### src/hdl/assert_macros.svh
// Assertion macros shared by the RTL of the speed regulator.
// Expects clk and rst_n in the scope of each use.
`ifndef ASSERT_MACROS_SVH
`define ASSERT_MACROS_SVH

// Same-cycle implication, checked out of reset only.
`define ASSERT_IMPLIES(label, ante, cons, msg) \
    label: assert property (@(posedge clk) disable iff (!rst_n) (ante) |-> (cons)) \
        else $error(msg);

// Next-cycle implication, checked out of reset only.
`define ASSERT_NEXT(label, ante, cons, msg) \
    label: assert property (@(posedge clk) disable iff (!rst_n) (ante) |=> (cons)) \
        else $error(msg);

`endif

### src/hdl/ptbsc_pkg.sv
// Package of the speed regulator: field widths, event kinds, register map,
// reset values, sequencer states and the clamp helper. No dependencies.
package ptbsc_pkg;

    localparam int SPEED_W = 16;
    localparam int FUNC_W  = 2;
    localparam int REG_W   = 16;
    localparam int TMO_W   = 8;
    localparam int ADDR_W  = 5;
    localparam int DATA_W  = 32;

    // Event kinds carried in the input tuser
    localparam logic [FUNC_W-1:0] FUNC_TARGET = 2'd0;
    localparam logic [FUNC_W-1:0] FUNC_MEAS   = 2'd1;
    localparam logic [FUNC_W-1:0] FUNC_TICK   = 2'd2;

    // Register indexes (byte address is four times the index)
    localparam logic [2:0] REG_MAX_THROTTLE  = 3'd0;
    localparam logic [2:0] REG_MAX_BRAKE     = 3'd1;
    localparam logic [2:0] REG_PROP_GAIN     = 3'd2;
    localparam logic [2:0] REG_INTEG_GAIN    = 3'd3;
    localparam logic [2:0] REG_BRAKE_GAIN    = 3'd4;
    localparam logic [2:0] REG_TICK_PERIOD   = 3'd5;
    localparam logic [2:0] REG_TIMEOUT_TICKS = 3'd6;

    localparam logic [REG_W-1:0] RST_MAX_THROTTLE  = 16'd32768;
    localparam logic [REG_W-1:0] RST_MAX_BRAKE     = 16'd5000;
    localparam logic [REG_W-1:0] RST_PROP_GAIN     = 16'd1638;
    localparam logic [REG_W-1:0] RST_INTEG_GAIN    = 16'd410;
    localparam logic [REG_W-1:0] RST_BRAKE_GAIN    = 16'd3000;
    localparam logic [REG_W-1:0] RST_TICK_PERIOD   = 16'd1311;
    localparam logic [TMO_W-1:0] RST_TIMEOUT_TICKS = 8'd12;
    localparam logic [TMO_W-1:0] TICKS_SAT         = 8'hFF;

    // Bit-serial multiplier run lengths
    localparam logic [5:0] MUL_SHORT = 6'd16;
    localparam logic [5:0] MUL_LONG  = 6'd32;

    typedef enum logic [6:0] {
        ST_IDLE  = 7'b0000001,
        ST_DK    = 7'b0000010,
        ST_INC   = 7'b0000100,
        ST_PROP  = 7'b0001000,
        ST_INTEG = 7'b0010000,
        ST_BRAKE = 7'b0100000,
        ST_DONE  = 7'b1000000
    } state_t;

    // Clamp a signed value into [0, hi]
    function automatic logic [REG_W-1:0] clamp_hi(input logic signed [29:0] v,
                                                  input logic [REG_W-1:0] hi);
        logic signed [29:0] hi_s;
        hi_s = signed'({14'b0, hi});
        if (v >= hi_s)
            return hi;
        else if (v < 30'sd0)
            return '0;
        else
            return v[REG_W-1:0];
    endfunction

endpackage

### src/hdl/pi_throttle_brake_speed_control.sv
// Speed regulator top level: PI throttle and brake; uses ptbsc_pkg and assert_macros.svh.
// Target and measurement words give no result. A stale tick goes straight to the output
// stage; a fresh one runs five bit-serial products in turn (dt*ki, increment, proportional,
// integral, brake). One target/measurement word per cycle while the sequencer is idle; a
// tick holds off the input until its result is in the output register, longer while the
// output word waits. Reset (rst_n, async, low): defaults.
`include "assert_macros.svh"

module pi_throttle_brake_speed_control (
    input  logic                              clk,
    input  logic                              rst_n,
    input  logic                              s_tvalid,
    output logic                              s_tready,
    input  logic [ptbsc_pkg::SPEED_W-1:0]     s_tdata,   // [15:0] speed
    input  logic [ptbsc_pkg::FUNC_W-1:0]      s_tuser,   // [1:0] func
    output logic                              m_tvalid,
    input  logic                              m_tready,
    output logic [2*ptbsc_pkg::REG_W-1:0]     m_tdata,   // [15:0] throttle, [31:16] brake
    output logic [0:0]                        m_tuser,   // [0] brake_valid
    input  logic                              psel,
    input  logic                              penable,
    input  logic                              pwrite,
    input  logic [ptbsc_pkg::ADDR_W-1:0]      paddr,
    input  logic [ptbsc_pkg::DATA_W-1:0]      pwdata,
    output logic [ptbsc_pkg::DATA_W-1:0]      prdata,
    output logic                              pready
);
    import ptbsc_pkg::*;

    // Configuration
    logic [REG_W-1:0] max_thr_reg, max_thr_next;
    logic [REG_W-1:0] max_brk_reg, max_brk_next;
    logic [REG_W-1:0] kp_reg, kp_next;
    logic [REG_W-1:0] ki_reg, ki_next;
    logic [REG_W-1:0] kb_reg, kb_next;
    logic [REG_W-1:0] dt_reg, dt_next;
    logic [TMO_W-1:0] tmo_reg, tmo_next;

    // Regulator state
    logic signed [SPEED_W-1:0] target_reg, target_next;
    logic signed [SPEED_W-1:0] meas_reg, meas_next;
    logic [REG_W-1:0]          integ_reg, integ_next;
    logic [TMO_W-1:0]          ticks_reg, ticks_next;
    logic                      seen_reg, seen_next;

    // Sequencer and working values
    state_t                    state_reg, state_next;
    logic [5:0]                cnt_reg, cnt_next;
    logic signed [16:0]        err_reg, err_next;
    logic signed [28:0]        prop_reg, prop_next;
    logic [REG_W-1:0]          thr_reg, thr_next;
    logic [REG_W-1:0]          brk_reg, brk_next;
    logic                      bv_reg, bv_next;

    // Bit-serial multiplier: signed multiplicand, unsigned multiplier shifted out
    logic signed [16:0]        mc_reg, mc_next;
    logic [31:0]               mp_reg, mp_next;
    logic signed [17:0]        acc_hi_reg, acc_hi_next;
    logic [31:0]               acc_lo_reg, acc_lo_next;

    // Output register
    logic                      m_valid_reg, m_valid_next;
    logic [2*REG_W-1:0]        m_data_reg, m_data_next;
    logic                      m_user_reg, m_user_next;

    logic                      cfg_wr;
    logic [2:0]                cfg_idx;
    logic signed [17:0]        addend;
    logic signed [17:0]        mul_sum;
    logic [49:0]               prod_long;
    logic [33:0]               prod_short;
    logic [5:0]                mul_len;
    logic                      mul_active;
    logic                      mul_done;
    logic signed [28:0]        inc;
    logic signed [29:0]        integ_sum;
    logic [21:0]               iterm;
    logic signed [29:0]        thr_sum;
    logic signed [29:0]        brk_sum;
    logic [TMO_W-1:0]          ticks_inc;
    logic                      stale;
    logic signed [16:0]        err_now;

    assign cfg_wr  = psel & penable & pwrite & pready;
    assign cfg_idx = paddr[ADDR_W-1:2];
    assign pready  = 1'b1;

    assign s_tready = (state_reg == ST_IDLE);
    assign m_tvalid = m_valid_reg;
    assign m_tdata  = m_data_reg;
    assign m_tuser  = m_user_reg;

    always_comb
    begin
        unique case (cfg_idx)
            REG_MAX_THROTTLE:  prdata = {16'b0, max_thr_reg};
            REG_MAX_BRAKE:     prdata = {16'b0, max_brk_reg};
            REG_PROP_GAIN:     prdata = {16'b0, kp_reg};
            REG_INTEG_GAIN:    prdata = {16'b0, ki_reg};
            REG_BRAKE_GAIN:    prdata = {16'b0, kb_reg};
            REG_TICK_PERIOD:   prdata = {16'b0, dt_reg};
            REG_TIMEOUT_TICKS: prdata = {24'b0, tmo_reg};
            default:           prdata = '0;
        endcase
    end

    // One shift-add step: add the multiplicand when the multiplier bit is set,
    // then shift the whole accumulator right by one
    assign addend     = mp_reg[0] ? {mc_reg[16], mc_reg} : 18'sd0;
    assign mul_sum    = acc_hi_reg + addend;
    assign prod_long  = {acc_hi_reg, acc_lo_reg};
    assign prod_short = {acc_hi_reg, acc_lo_reg[31:16]};
    assign mul_len    = (state_reg == ST_INC) ? MUL_LONG : MUL_SHORT;
    assign mul_active = !(state_reg == ST_IDLE || state_reg == ST_DONE);
    assign mul_done   = (cnt_reg == mul_len);

    assign inc       = prod_long[49:21];
    assign integ_sum = signed'({14'b0, integ_reg}) + {inc[28], inc};
    assign iterm     = prod_short[33:12];
    assign thr_sum   = {prop_reg[28], prop_reg} + signed'({8'b0, iterm});
    assign brk_sum   = {{4{prod_short[33]}}, prod_short[33:8]};

    assign ticks_inc = (ticks_reg == TICKS_SAT) ? ticks_reg : ticks_reg + 8'd1;
    assign stale     = !seen_reg || (ticks_inc > tmo_reg);
    assign err_now   = {target_reg[15], target_reg} - {meas_reg[15], meas_reg};

    always_comb
    begin
        max_thr_next = max_thr_reg;
        max_brk_next = max_brk_reg;
        kp_next      = kp_reg;
        ki_next      = ki_reg;
        kb_next      = kb_reg;
        dt_next      = dt_reg;
        tmo_next     = tmo_reg;
        target_next  = target_reg;
        meas_next    = meas_reg;
        integ_next   = integ_reg;
        ticks_next   = ticks_reg;
        seen_next    = seen_reg;
        state_next   = state_reg;
        cnt_next     = cnt_reg;
        err_next     = err_reg;
        prop_next    = prop_reg;
        thr_next     = thr_reg;
        brk_next     = brk_reg;
        bv_next      = bv_reg;
        mc_next      = mc_reg;
        mp_next      = mp_reg;
        acc_hi_next  = acc_hi_reg;
        acc_lo_next  = acc_lo_reg;
        m_valid_next = m_valid_reg;
        m_data_next  = m_data_reg;
        m_user_next  = m_user_reg;

        if (cfg_wr)
        begin
            unique case (cfg_idx)
                REG_MAX_THROTTLE:  max_thr_next = pwdata[REG_W-1:0];
                REG_MAX_BRAKE:     max_brk_next = pwdata[REG_W-1:0];
                REG_PROP_GAIN:     kp_next      = pwdata[REG_W-1:0];
                REG_INTEG_GAIN:    ki_next      = pwdata[REG_W-1:0];
                REG_BRAKE_GAIN:    kb_next      = pwdata[REG_W-1:0];
                REG_TICK_PERIOD:   dt_next      = pwdata[REG_W-1:0];
                REG_TIMEOUT_TICKS: tmo_next     = pwdata[TMO_W-1:0];
                default:           ;
            endcase
        end

        if (m_valid_reg && m_tready)
            m_valid_next = 1'b0;

        if (mul_active && !mul_done)
        begin
            acc_hi_next = {mul_sum[17], mul_sum[17:1]};
            acc_lo_next = {mul_sum[0], acc_lo_reg[31:1]};
            mp_next     = mp_reg >> 1;
            cnt_next    = cnt_reg + 6'd1;
        end

        unique case (state_reg)
            ST_IDLE:
            begin
                if (s_tvalid)
                begin
                    unique case (s_tuser)
                        FUNC_TARGET:
                        begin
                            target_next = s_tdata;
                            ticks_next  = '0;
                            seen_next   = 1'b1;
                        end
                        FUNC_MEAS:
                            meas_next = s_tdata;
                        FUNC_TICK:
                        begin
                            ticks_next = ticks_inc;
                            if (stale)
                            begin
                                thr_next   = '0;
                                brk_next   = '0;
                                bv_next    = 1'b0;
                                state_next = ST_DONE;
                            end
                            else
                            begin
                                err_next    = err_now;
                                mc_next     = {1'b0, dt_reg};
                                mp_next     = {16'b0, ki_reg};
                                acc_hi_next = '0;
                                acc_lo_next = '0;
                                cnt_next    = '0;
                                state_next  = ST_DK;
                            end
                        end
                        default: ;
                    endcase
                end
            end
            ST_DK:
            begin
                // dt * ki becomes the 32-bit multiplier of the increment
                if (mul_done)
                begin
                    mc_next     = err_reg;
                    mp_next     = prod_short[31:0];
                    acc_hi_next = '0;
                    acc_lo_next = '0;
                    cnt_next    = '0;
                    state_next  = ST_INC;
                end
            end
            ST_INC:
            begin
                if (mul_done)
                begin
                    integ_next  = clamp_hi(integ_sum, max_thr_reg);
                    mc_next     = err_reg;
                    mp_next     = {16'b0, kp_reg};
                    acc_hi_next = '0;
                    acc_lo_next = '0;
                    cnt_next    = '0;
                    state_next  = ST_PROP;
                end
            end
            ST_PROP:
            begin
                if (mul_done)
                begin
                    prop_next   = prod_short[33:5];
                    mc_next     = {1'b0, integ_reg};
                    mp_next     = {16'b0, ki_reg};
                    acc_hi_next = '0;
                    acc_lo_next = '0;
                    cnt_next    = '0;
                    state_next  = ST_INTEG;
                end
            end
            ST_INTEG:
            begin
                // brake uses the negated error so the floor shift rounds as required
                if (mul_done)
                begin
                    thr_next    = clamp_hi(thr_sum, max_thr_reg);
                    mc_next     = 17'(-err_reg);
                    mp_next     = {16'b0, kb_reg};
                    acc_hi_next = '0;
                    acc_lo_next = '0;
                    cnt_next    = '0;
                    state_next  = ST_BRAKE;
                end
            end
            ST_BRAKE:
            begin
                if (mul_done)
                begin
                    brk_next   = clamp_hi(brk_sum, max_brk_reg);
                    bv_next    = 1'b1;
                    state_next = ST_DONE;
                end
            end
            ST_DONE:
            begin
                // hold the result until the output register is free
                if (!m_valid_reg || m_tready)
                begin
                    m_valid_next = 1'b1;
                    m_data_next  = {brk_reg, thr_reg};
                    m_user_next  = bv_reg;
                    state_next   = ST_IDLE;
                end
            end
            default:
                state_next = ST_IDLE;
        endcase
    end

    always_ff @(posedge clk or negedge rst_n)
    begin
        if (!rst_n)
        begin
            max_thr_reg <= RST_MAX_THROTTLE;
            max_brk_reg <= RST_MAX_BRAKE;
            kp_reg      <= RST_PROP_GAIN;
            ki_reg      <= RST_INTEG_GAIN;
            kb_reg      <= RST_BRAKE_GAIN;
            dt_reg      <= RST_TICK_PERIOD;
            tmo_reg     <= RST_TIMEOUT_TICKS;
            target_reg  <= '0;
            meas_reg    <= '0;
            integ_reg   <= '0;
            ticks_reg   <= TICKS_SAT;
            seen_reg    <= 1'b0;
            state_reg   <= ST_IDLE;
            cnt_reg     <= '0;
            m_valid_reg <= 1'b0;
        end
        else
        begin
            max_thr_reg <= max_thr_next;
            max_brk_reg <= max_brk_next;
            kp_reg      <= kp_next;
            ki_reg      <= ki_next;
            kb_reg      <= kb_next;
            dt_reg      <= dt_next;
            tmo_reg     <= tmo_next;
            target_reg  <= target_next;
            meas_reg    <= meas_next;
            integ_reg   <= integ_next;
            ticks_reg   <= ticks_next;
            seen_reg    <= seen_next;
            state_reg   <= state_next;
            cnt_reg     <= cnt_next;
            m_valid_reg <= m_valid_next;
        end
    end

    always_ff @(posedge clk)
    begin
        err_reg    <= err_next;
        prop_reg   <= prop_next;
        thr_reg    <= thr_next;
        brk_reg    <= brk_next;
        bv_reg     <= bv_next;
        mc_reg     <= mc_next;
        mp_reg     <= mp_next;
        acc_hi_reg <= acc_hi_next;
        acc_lo_reg <= acc_lo_next;
        m_data_reg <= m_data_next;
        m_user_reg <= m_user_next;
    end

    `ASSERT_NEXT(a_tick_leaves_idle, s_tvalid && s_tready && s_tuser == FUNC_TICK, state_reg != ST_IDLE, "tick word did not start the sequencer")
    `ASSERT_IMPLIES(a_stale_zero, m_tvalid && !m_tuser[0], m_tdata == '0, "stale tick gave a nonzero result")
    `ASSERT_IMPLIES(a_cnt_bound, mul_active, cnt_reg <= MUL_LONG, "multiplier step count overran")

endmodule

### config.mk
export PLATFORM = sky130hd
export DESIGN_NAME = pi_throttle_brake_speed_control
export DESIGN_NICKNAME = d
export VERILOG_FILES = /design/src/hdl/ptbsc_pkg.sv /design/src/hdl/pi_throttle_brake_speed_control.sv
export VERILOG_INCLUDE_DIRS = /design/src /design/src/hdl
export SDC_FILE = /design/constraint.sdc
export NUM_CORES = 1
export LEC_CHECK = 0
export BUFFER_PORTS_ARGS = -buffer_cell sky130_fd_sc_hd__buf_2
export CAP_MARGIN = 20
export CELL_PAD_IN_SITES_DETAIL_PLACEMENT = 1
export CELL_PAD_IN_SITES_GLOBAL_PLACEMENT = 2
export CORE_MARGIN = 4
export CORE_UTILIZATION = 40
export DETAILED_ROUTE_END_ITERATION = 7
export PLACE_DENSITY = 0.83
export SLEW_MARGIN = 20
export SYNTH_ARGS = -nofsm -noshare
export SYNTH_HDL_FRONTEND = slang
export SYNTH_SLANG_ARGS = --single-unit
### constraint.sdc
create_clock -name clk -period 5.8 [get_ports clk]
set_input_delay 0 -clock clk [delete_from_list [all_inputs] [get_ports clk]]
set_output_delay 0 -clock clk [all_outputs]
set_load 0.005 [all_outputs]
== Word level (Yosys, flattened, before mapping) ==
Cells that the tools add are included.
Word-level totals
  register bits: 386
  bits of input ports: 62
  output and inout port bits: 68
  logic and storage cells: 176
Cells by class
  add/sub/neg operators: 7
  $lt $le $gt $ge: 7
  eq/ne operators: 28
  multiplexer cells: 70
  bitwise operators: 3
  reduce and logical (&&, ||, !) cells: 35
Operator list (count)
  $mux 32: 13
  $mux 16: 11
  $pmux 32 s5: 1
  $pmux 16 s7: 1
  $mux 18: 6
  $mux 17: 6
  $pmux 17 s4: 1
  $pmux 16 s2: 2
  $pmux 32 s2: 1
  $mux 7: 9
  $ge 30x17->1: 2
  $lt 30x1->1 const B: 2
  $pmux 7 s7: 1
  $mux 6: 6
  $pmux 18 s2: 1
  $add 17x29->30: 1
  $add 29x23->30: 1
  $ge 26x17->1: 1
  $lt 26x1->1 const B: 1
  $reduce_and 2->1: 10
  $add 18x18->18: 1
  $neg 17->17: 1
  $sub 16x16->17: 1
  $pmux 8 s2: 1
  other kinds (39): 69

== Depth between registers and ports, before layout ==
Gate-level depths: netlist of run 1.
  depth after elaboration: 10
  gate-level depth with buffers: 22
  gate-level depth less buffers: 21

== Worst setup path after synthesis of run 1 ==
No wires, ideal clock.
  path kind: reg2reg
  from: register integ_reg[1]
  to: register integ_reg[11]
  library setup time: 0.126 ns
  arrival: 4.237 ns
  data required time: 5.674 ns
  slack: 1.437 ns
  cell stages (with the launch flop): 21
  path buffers: 1
  period minus slack after synthesis: 4.363 ns
  path through: dfrtp_1 > ha_1 > a21o_1 > a21oi_1 > o21ai_0 > a21oi_1 > a2bb2oi_1 > a211oi_1 > a21o_1 > a21oi_1 > xnor2_1 > ha_1 > and4_1 > a41oi_1 > a2111oi_0 > nor4_1 > o2111ai_1 > nor4_4 > a211oi_2 > buf_6 > a221o_1
Between the ends
  longest elaborated chain between the ends: 4
  elaborated cells on any way between the ends: 5
  those cells by class: add/sub: 1; order compare: 2; mux: 2
RTL lines
  start: declaration: RTL line pi_throttle_brake_speed_control.sv:42  | logic [REG_W-1:0] integ_reg, integ_next;
  start signal: assignment: RTL line pi_throttle_brake_speed_control.sv:329  | integ_reg <= integ_next;
  $add 17x29->30 (*): RTL line pi_throttle_brake_speed_control.sv:118  | assign integ_sum = signed'({14'b0, integ_reg}) + {inc[28], inc};
  $lt 30x1->1: RTL line ptbsc_pkg.sv:56  | else if (v < 30'sd0)
  $mux 16: RTL line ptbsc_pkg.sv:56
  $mux 16 (*): RTL line ptbsc_pkg.sv:54  | if (v >= hi_s)
Mark *: on every way between the ends. The rest lies on a longest branch, timed or not.
A chain may end at the register's enable or synchronous reset.

== Worst setup path after layout of run 1 ==
  from: register acc_lo_reg[29]
  to: register thr_reg[7], data pin
Between the ends
  longest elaborated chain between the ends: 6
  elaborated cells on any way between the ends: 7
  those cells by class: add/sub: 1; order compare: 2; mux: 4
RTL lines
  start: declaration: RTL line pi_throttle_brake_speed_control.sv:59  | logic [31:0] acc_lo_reg, acc_lo_next;
  start signal: assignment: RTL line pi_throttle_brake_speed_control.sv:348  | acc_lo_reg <= acc_lo_next;
  $add 29x23->30 (*): RTL line pi_throttle_brake_speed_control.sv:120  | assign thr_sum = {prop_reg[28], prop_reg} + signed'({8'b0, iterm});
  $lt 30x1->1: RTL line ptbsc_pkg.sv:56
  $mux 16: RTL line ptbsc_pkg.sv:56
  $mux 16 (*): RTL line ptbsc_pkg.sv:54
  $mux 16 (*): RTL line pi_throttle_brake_speed_control.sv:262  | if (mul_done)
  $pmux 16 s2 (*): RTL line pi_throttle_brake_speed_control.sv:181  | unique case (state_reg)
  end signal: assignment: RTL line pi_throttle_brake_speed_control.sv:342  | thr_reg <= thr_next;
  end: declaration: RTL line pi_throttle_brake_speed_control.sv:51  | logic [REG_W-1:0] thr_reg, thr_next;
Mark *: on every way between the ends. The rest lies on a longest branch, timed or not. The select of a mux whose other input is x is not followed.

==> results.yml, run 1 <==
timing:
  max-slew-margin-rel_pct: 23.7
  fin_crit_ns: 5.21
  rsz0062_at_grt: "false"
  setup_slack_ns: 0.585
  setup_viol: 0
  finClkSkew_ns: 0.0184
  final_max_slew_viol_count: 0
  tns_ns: 0
  final_hold_viol_count: 0
  tightest_slew_ns: 1.14
  fmax_mhz: 192
  timing.final.crit_share_pct: 89.9
clocking:
  cts_buffer_depth: 3
  clock_sinks: 370
  worstSkewPairLatency_ns: 0.59
  tritoncts: "built"
  h-tree-depth: 2
  clk_pin_slew_ns: 0.06
  cts_buffers: 44
  cts_resized: 0
  root_buffer: "clkbuf_16"
yosys:
  async_reset_ff_share_pct: 47.3
  seq_area_frac_synth_pct: 44.9
  yosys_warnings: 0
  synthCells: 2124
  syn_area_um2: 21500
  avgSynthCellArea_um2: 10.1
  yosys.area_share.simple_pct: 13.3
  ys_seq_elements: 370
  synth_edf_count: 129
  synthTopCellsByArea: "edfxtp_1, dfrtp_1, ha_1"
  synth_top_area_share_pct: 18.1
  synth_top_family_by_area: "compound AO/OA/AOI/OAI gates"
  synthFlopType: "dfrtp_1"
  synth_top_area_cell: "edfxtp_1"
  synthAdderAreaFrac_pct: 8.01
  synth_xor_area_share_pct: 2.53
  synthMuxAreaShare_pct: 10.0
  synth_cell_types: 84
  synth-compound-area-share_pct: 17.0
power_and_ir_drop:
  power_leakage_nw: 10.4
  peakVddDrop_mv: 0.313
  power.density_nw_per_um2: 457
  internal-power_mw: 6.86
  seq_power_share_pct: 34.8
  switching_share_pct: 39.3
  comb_power_share_pct: 39.8
  power.switching_mw: 4.44
  p_clk_share_pct: 25.4
worst_setup_path:
  r2r_setup_slack_ns: 0.59
  path_max_fanout: 14
  crit_path_end_kind: "flip-flop"
  crit_required_ns: 6.25
  crit_top_cell: "a21oi_1"
  max_stage_delay_ns: 0.71
  critPathLaunchType: "flip-flop"
  path_cells: "inv_1, fa_1, nand2b_1, a21oi_1, nor2b_1, o21bai_1, a21oi_1, xnor2_1, ha_1, a21o_1, a211oi_1, nand3_1, nor2_1, nor4_1, a2111oi_0, and3b_1, and3_1, a32o_1"
  crit_type: "reg2reg"
  cp_slowest_cell: "a2111oi_0"
  cp.arrival_ns: 5.66
min_path:
  hold_class: "in2async"
grt:
  grt_pass1_wl_um: 112000
  grt_start_max_net_pins: 77
  antenna_found_initial: 2
  grtUsageTotal_pct: 25.2
  grt_pass1_vias: 18738
  gr-total-overflow: 0
placement:
  dp_slack_ns: 0.638
  placed_area_um2: 22800
  port_buffers: 94
  dp_cells: 2862
  place_hpwl_um: 53100
  routabilityCongestion: 0.901
die:
  fp-row-count: 84
  die_w_um: 240
  ioPinCount: 130
  dieArea_um2: 57400
  die_h_um: 240
  core_region_area_um2: 52900
  start_util_pct: 40.6
layout:
  final_cell_mix: "nand2_1, nor2_1, o21ai_0, dfrtp_1, ha_1"
  final_common_cell: "nand2_1"
  layout.cells.non_filler: 2984
  final_area_um2: 24700
  areaGrowthSynthToFinish_pct: 15.2
  utilization_pct: 46.8
  drive_above_1_share_pct: 18.9
  nNetsFinal: 2456
drt:
  avgViaCountPerCell: 5.93
  wire_per_inst_um: 24.4
  via_count: 17693
  drc_errors: 0
  drt_iter0_markers: 1291
  antenna_left: 0
  drt_wl_total_um: 72700
  firstDrtPassIters: 5
job:
  max_cap_violations: 0
outcome:
  status: "finished, final reports clean"
## logic make-up after synthesis
group | after synthesis
flip-flops | 370
AND/OR/NAND/NOR | 597
other | 2
AO/OA/AOI/OAI | 549
adder cells (fa/ha/maj) | 135
XOR/XNOR | 62
buffers and inverters | 221
multiplexers | 188
## synthesized netlist by cell type, types with 8 or more instances
cell and count:
nand2_1 205, nor2_1 146, o21ai_0 143, dfrtp_1 133
ha_1 131, edfxtp_1 129, a21oi_1 128, mux2_2 121
inv_1 110, clkbuf_1 73, dfxtp_1 66, mux2i_1 58
xnor2_1 45, dfstp_2 42, nor3_1 42, nand3_1 39
a21o_1 29, and3_1 27, and2_1 21, a221o_1 20
a31oi_1 19, buf_4 18, o2111ai_1 18, o21ai_1 18
nand4_1 17, xor2_1 17, a211oi_1 16, a32o_1 16
o21a_1 16, or3_1 16, a221oi_1 15, nor2b_1 15
a22o_1 14, nand2b_1 14, or3b_2 12, a22oi_1 9
buf_2 9, mux4_2 9, nor3b_1 9, nor4_1 9
o211ai_1 9, o21bai_1 9, o31ai_1 9, o221ai_1 8
## final timing paths
check	end	depth (start not counted)	start
min reg2reg	m_tdata[9]	0	thr_reg[9]
min in group clk	ticks_reg[1]	4	s_tvalid
max reg2reg	thr_reg[7]	18	acc_lo_reg[29]
max	thr_reg[7]	18	acc_lo_reg[29]
max in group asynchronous	kp_reg[4]	3	rst_n
min	kp_reg[3]	2	rst_n
## power by group through the flow
stage | registers (mW) | clock network (mW) | logic, mW
2_1_floorplan | 3.73 | 0 | 3.05
3_3_place_gp | 3.95 | 0 | 4.27
3_5_place_dp | 3.98 | 0 | 4.43
4_1_cts | 3.94 | 2.92 | 4.50
5_1_grt | 4.00 | 3.04 | 4.98
6_report | 3.94 | 2.87 | 4.49
## timing repair
item / 4_1_cts / 5_1_grt
endpoints found under the setup margin: 0 / 0
hold endpoints to repair: 221 / 0
hold buffers: 37 / 0
setup buffers: 0 / 0
## layout make-up
cell class	instances	area, µm²
sequential	370	9630
clock inverter	25	264
clock buffer	57	1210
tap	688	861
inverter	112	420
antenna	1	2.50
fill	5828	28100
timing repair buffer	183	1290
multi-input combinational	1548	11100
## through the flow
stage | hold WS, ns | power, mW
3_5_place_dp | 0.0852 | 8.42
2_1_floorplan | -0.296 | 6.77
4_1_cts | 0.0324 | 11.4
6_report | 0.0402 | 11.3
5_1_grt | 0.0804 | 12.0
3_3_place_gp | 0.0704 | 8.22
## metal layers
layer	wire length [µm]	track usage (%)	vias to the layer above
met1	31700	34.4	8942
met4	2380	7.93	0
li1	-	-	8066
met2	34000	41.5	560
met5	0	0	-
met3	4550	3.74	125
## worst max-delay path, delay by kind of cell, from the launching register on
family | cells | cell delay (ns)
XOR/XNOR | 1 | 0.30
buffers and inverters | 1 | 0.15
adder cells (fa/ha/maj) | 2 | 0.78
flip-flops | 1 | 0.61
AO/OA/AOI/OAI | 7 | 1.82
AND/OR/NAND/NOR | 7 | 1.41
(Power assumes the default switching activity.)
==> run 2, diff against run 1 <==
--- a/config.mk
+++ b/config.mk
@@ -11,7 +11,8 @@
 export CELL_PAD_IN_SITES_DETAIL_PLACEMENT = 1
 export CELL_PAD_IN_SITES_GLOBAL_PLACEMENT = 2
 export CORE_MARGIN = 4
-export CORE_UTILIZATION = 40
+export CORE_UTILIZATION = 38
+export CTS_BUF_LIST = sky130_fd_sc_hd__clkbuf_4 sky130_fd_sc_hd__clkbuf_8
 export DETAILED_ROUTE_END_ITERATION = 7
 export PLACE_DENSITY = 0.83
 export SLEW_MARGIN = 20
==> constraint.sdc (replaced) <==
create_clock -name clk -period 4.7 [get_ports clk]
set_input_delay 0 -clock clk [delete_from_list [all_inputs] [get_ports clk]]
set_output_delay 0 -clock clk [all_outputs]
set_load 0.005 [all_outputs]
==> run 2 against run 1 <==
The flow now finishes with violations (negative hold slack). Cell count increased by 4.6%. First-iteration DRC count decreased by 7.4%. Critical path depth up 2. Sequential power is 20% higher. Core utilization down 1.6 points. Sequential share of layout area fell by 0.57 points. Via count up 1.5%. Worst setup slack worse by 0.47 ns. Critical endpoint is now integ_reg[8]. Largest cell class unchanged. Largest power group unchanged.
==> results.yml, run 2 (synthesis gave the netlist of run 1 again) <==
timing:
  timing.final.crit_share_pct: 97.5
  max-slew-margin-rel_pct: 27.4
  finClkSkew_ns: 0.0387
  timing.hold.ws_ns: -0.00616
  fin_crit_ns: 4.58
  final_hold_viol_count: 5
  setup_slack_ns: 0.118
  tightest_slew_ns: 1.09
  fmax_mhz: 218
  final_max_slew_viol_count: 0
  setup_viol: 0
placement:
  placed_area_um2: 23200
  routabilityCongestion: 0.908
  place_hpwl_um: 55100
  dp_slack_ns: -0.0283
  port_buffers: 94
drt:
  antenna_left: 0
  avgViaCountPerCell: 5.75
  firstDrtPassIters: 7
  drt_wl_total_um: 74700
  drc_errors: 0
  wire_per_inst_um: 23.9
  drt_iter0_markers: 1196
  via_count: 17964
grt:
  grtUsageTotal_pct: 24.4
  grt_pass1_wl_um: 114000
  grt_start_max_net_pins: 96
  antenna_found_initial: 0
  grt_pass1_vias: 18917
  gr-total-overflow: 0
die:
  die_h_um: 246
  core_region_area_um2: 55500
  dieArea_um2: 60300
  die_w_um: 246
  fp-row-count: 86
  ioPinCount: 130
  start_util_pct: 38.6
worst_setup_path:
  path_max_fanout: 8
  crit_type: "reg2reg"
  crit_path_end_kind: "flip-flop"
  critPathLaunchType: "flip-flop"
  cp.arrival_ns: 5.10
  crit_required_ns: 5.22
clocking:
  root_buffer: "clkbuf_8"
  h-tree-depth: 3
  cts_buffers: 69
  tritoncts: "built"
  clk_pin_slew_ns: 0.06
  cts_buffer_depth: 3
  worstSkewPairLatency_ns: 0.65
  clock_sinks: 370
layout:
  areaGrowthSynthToFinish_pct: 16.9
  final_area_um2: 25100
  final_common_cell: "nand2_1"
  seqCellArea_um2: 9630
  drive_above_1_share_pct: 22.3
  fillCellCount: 6274
  final_cell_mix: "nand2_1, nor2_1, o21ai_0, dfrtp_1, ha_1"
  multi_input_area_um2: 11100
  nNetsFinal: 2517
power_and_ir_drop:
  power_leakage_nw: 10.7
  power.density_nw_per_um2: 549
  peakVddDrop_mv: 0.327
outcome:
  violations: "negative hold slack"
  status: "finished, violations left"
min_path:
  hold_class: "in2async"
job:
  max_cap_violations: 0
## run 2: area by class of cell
cell class / count / share of cell area (%)
multi-input combinational: 1548 / 44.4
tap: 748 / 3.73
clock inverter: 21 / 0.419
clock buffer: 103 / 5.13
sequential: 370 / 38.4
timing repair buffer: 219 / 6.33
antenna: 1 / 0.00997
inverter: 112 / 1.68
## run 2: final timing paths
check / slack [ns] / start / end / cells after the start
max: 0.12 / integ_reg[1] / integ_reg[8] / 20
min: -0.006 / rst_n / meas_reg[10] / 2
max reg2reg: 0.12 / integ_reg[1] / integ_reg[8] / 20
min reg2reg: 0.41 / brk_reg[10] / m_tdata[26] / 0
max in group asynchronous: 3.63 / rst_n / max_brk_reg[12] / 3
min in group clk: 0.10 / pwrite / ki_reg[7] / 4
## run 2: power by group
| part | internal, mW | leakage [nW] | switching, mW |
|---|---|---|---|
| sequential | 4.21 | 3.86 | 0.509 |
| clock | 1.75 | 0.737 | 1.45 |
| combinational | 2.24 | 6.07 | 3.61 |
## run 2: per-stage QoR
stage / util [%] / hold slack, ns / setup TNS (ns) / power, mW / std cells
after detailed placement: 41.7 / 0.152 / -0.285 / 10.5 / 2953
after global routing: 45.2 / 0.0696 / -1.32 / 14.6 / 3121
after floorplan: - / -0.296 / 0 / 8.36 / 2139
final: 45.2 / -0.00616 / 0 / 13.8 / 3122
after CTS: 44.9 / 0.0417 / 0 / 13.8 / 3116
after global placement: 41.7 / 0.144 / 0 / 10.3 / 2953
## run 2: layer usage
metal  share of wire, %  vias to the layer above  track usage (%)
met5                  0                        -                0
met4                4.8                        0             10.8
met3                7.0                      182             6.25
met2                 44                      582             37.9
met1                 44                     9015             32.3
li1                   -                     8185                -
## run 2: worst max-delay path, stage by stage, from the launching register on
cell	delay, ns
dfrtp_1	0.39
ha_1	0.31
a21o_1	0.19
a21oi_2	0.20
o21ai_1	0.14
a21oi_2	0.20
a2bb2oi_2	0.18
a211oi_2	0.10
a21o_1	0.20
a21oi_1	0.17
xnor2_1	0.19
ha_1	0.30
and4_1	0.22
a41oi_1	0.22
a2111oi_0	0.15
nor4_1	0.26
o2111ai_1	0.20
nor4_4	0.25
a211oi_4	0.11
clkbuf_16	0.21
a221o_1	0.30
## run 2: timing repair
action	4_1_cts	5_1_grt
setup endpoints to repair	17	30
hold buffers	39	0
pin swaps	0	11
buffers inserted	0	3
gates resized for setup	2	18
endpoints found under the hold margin	242	0
cloned	0	1
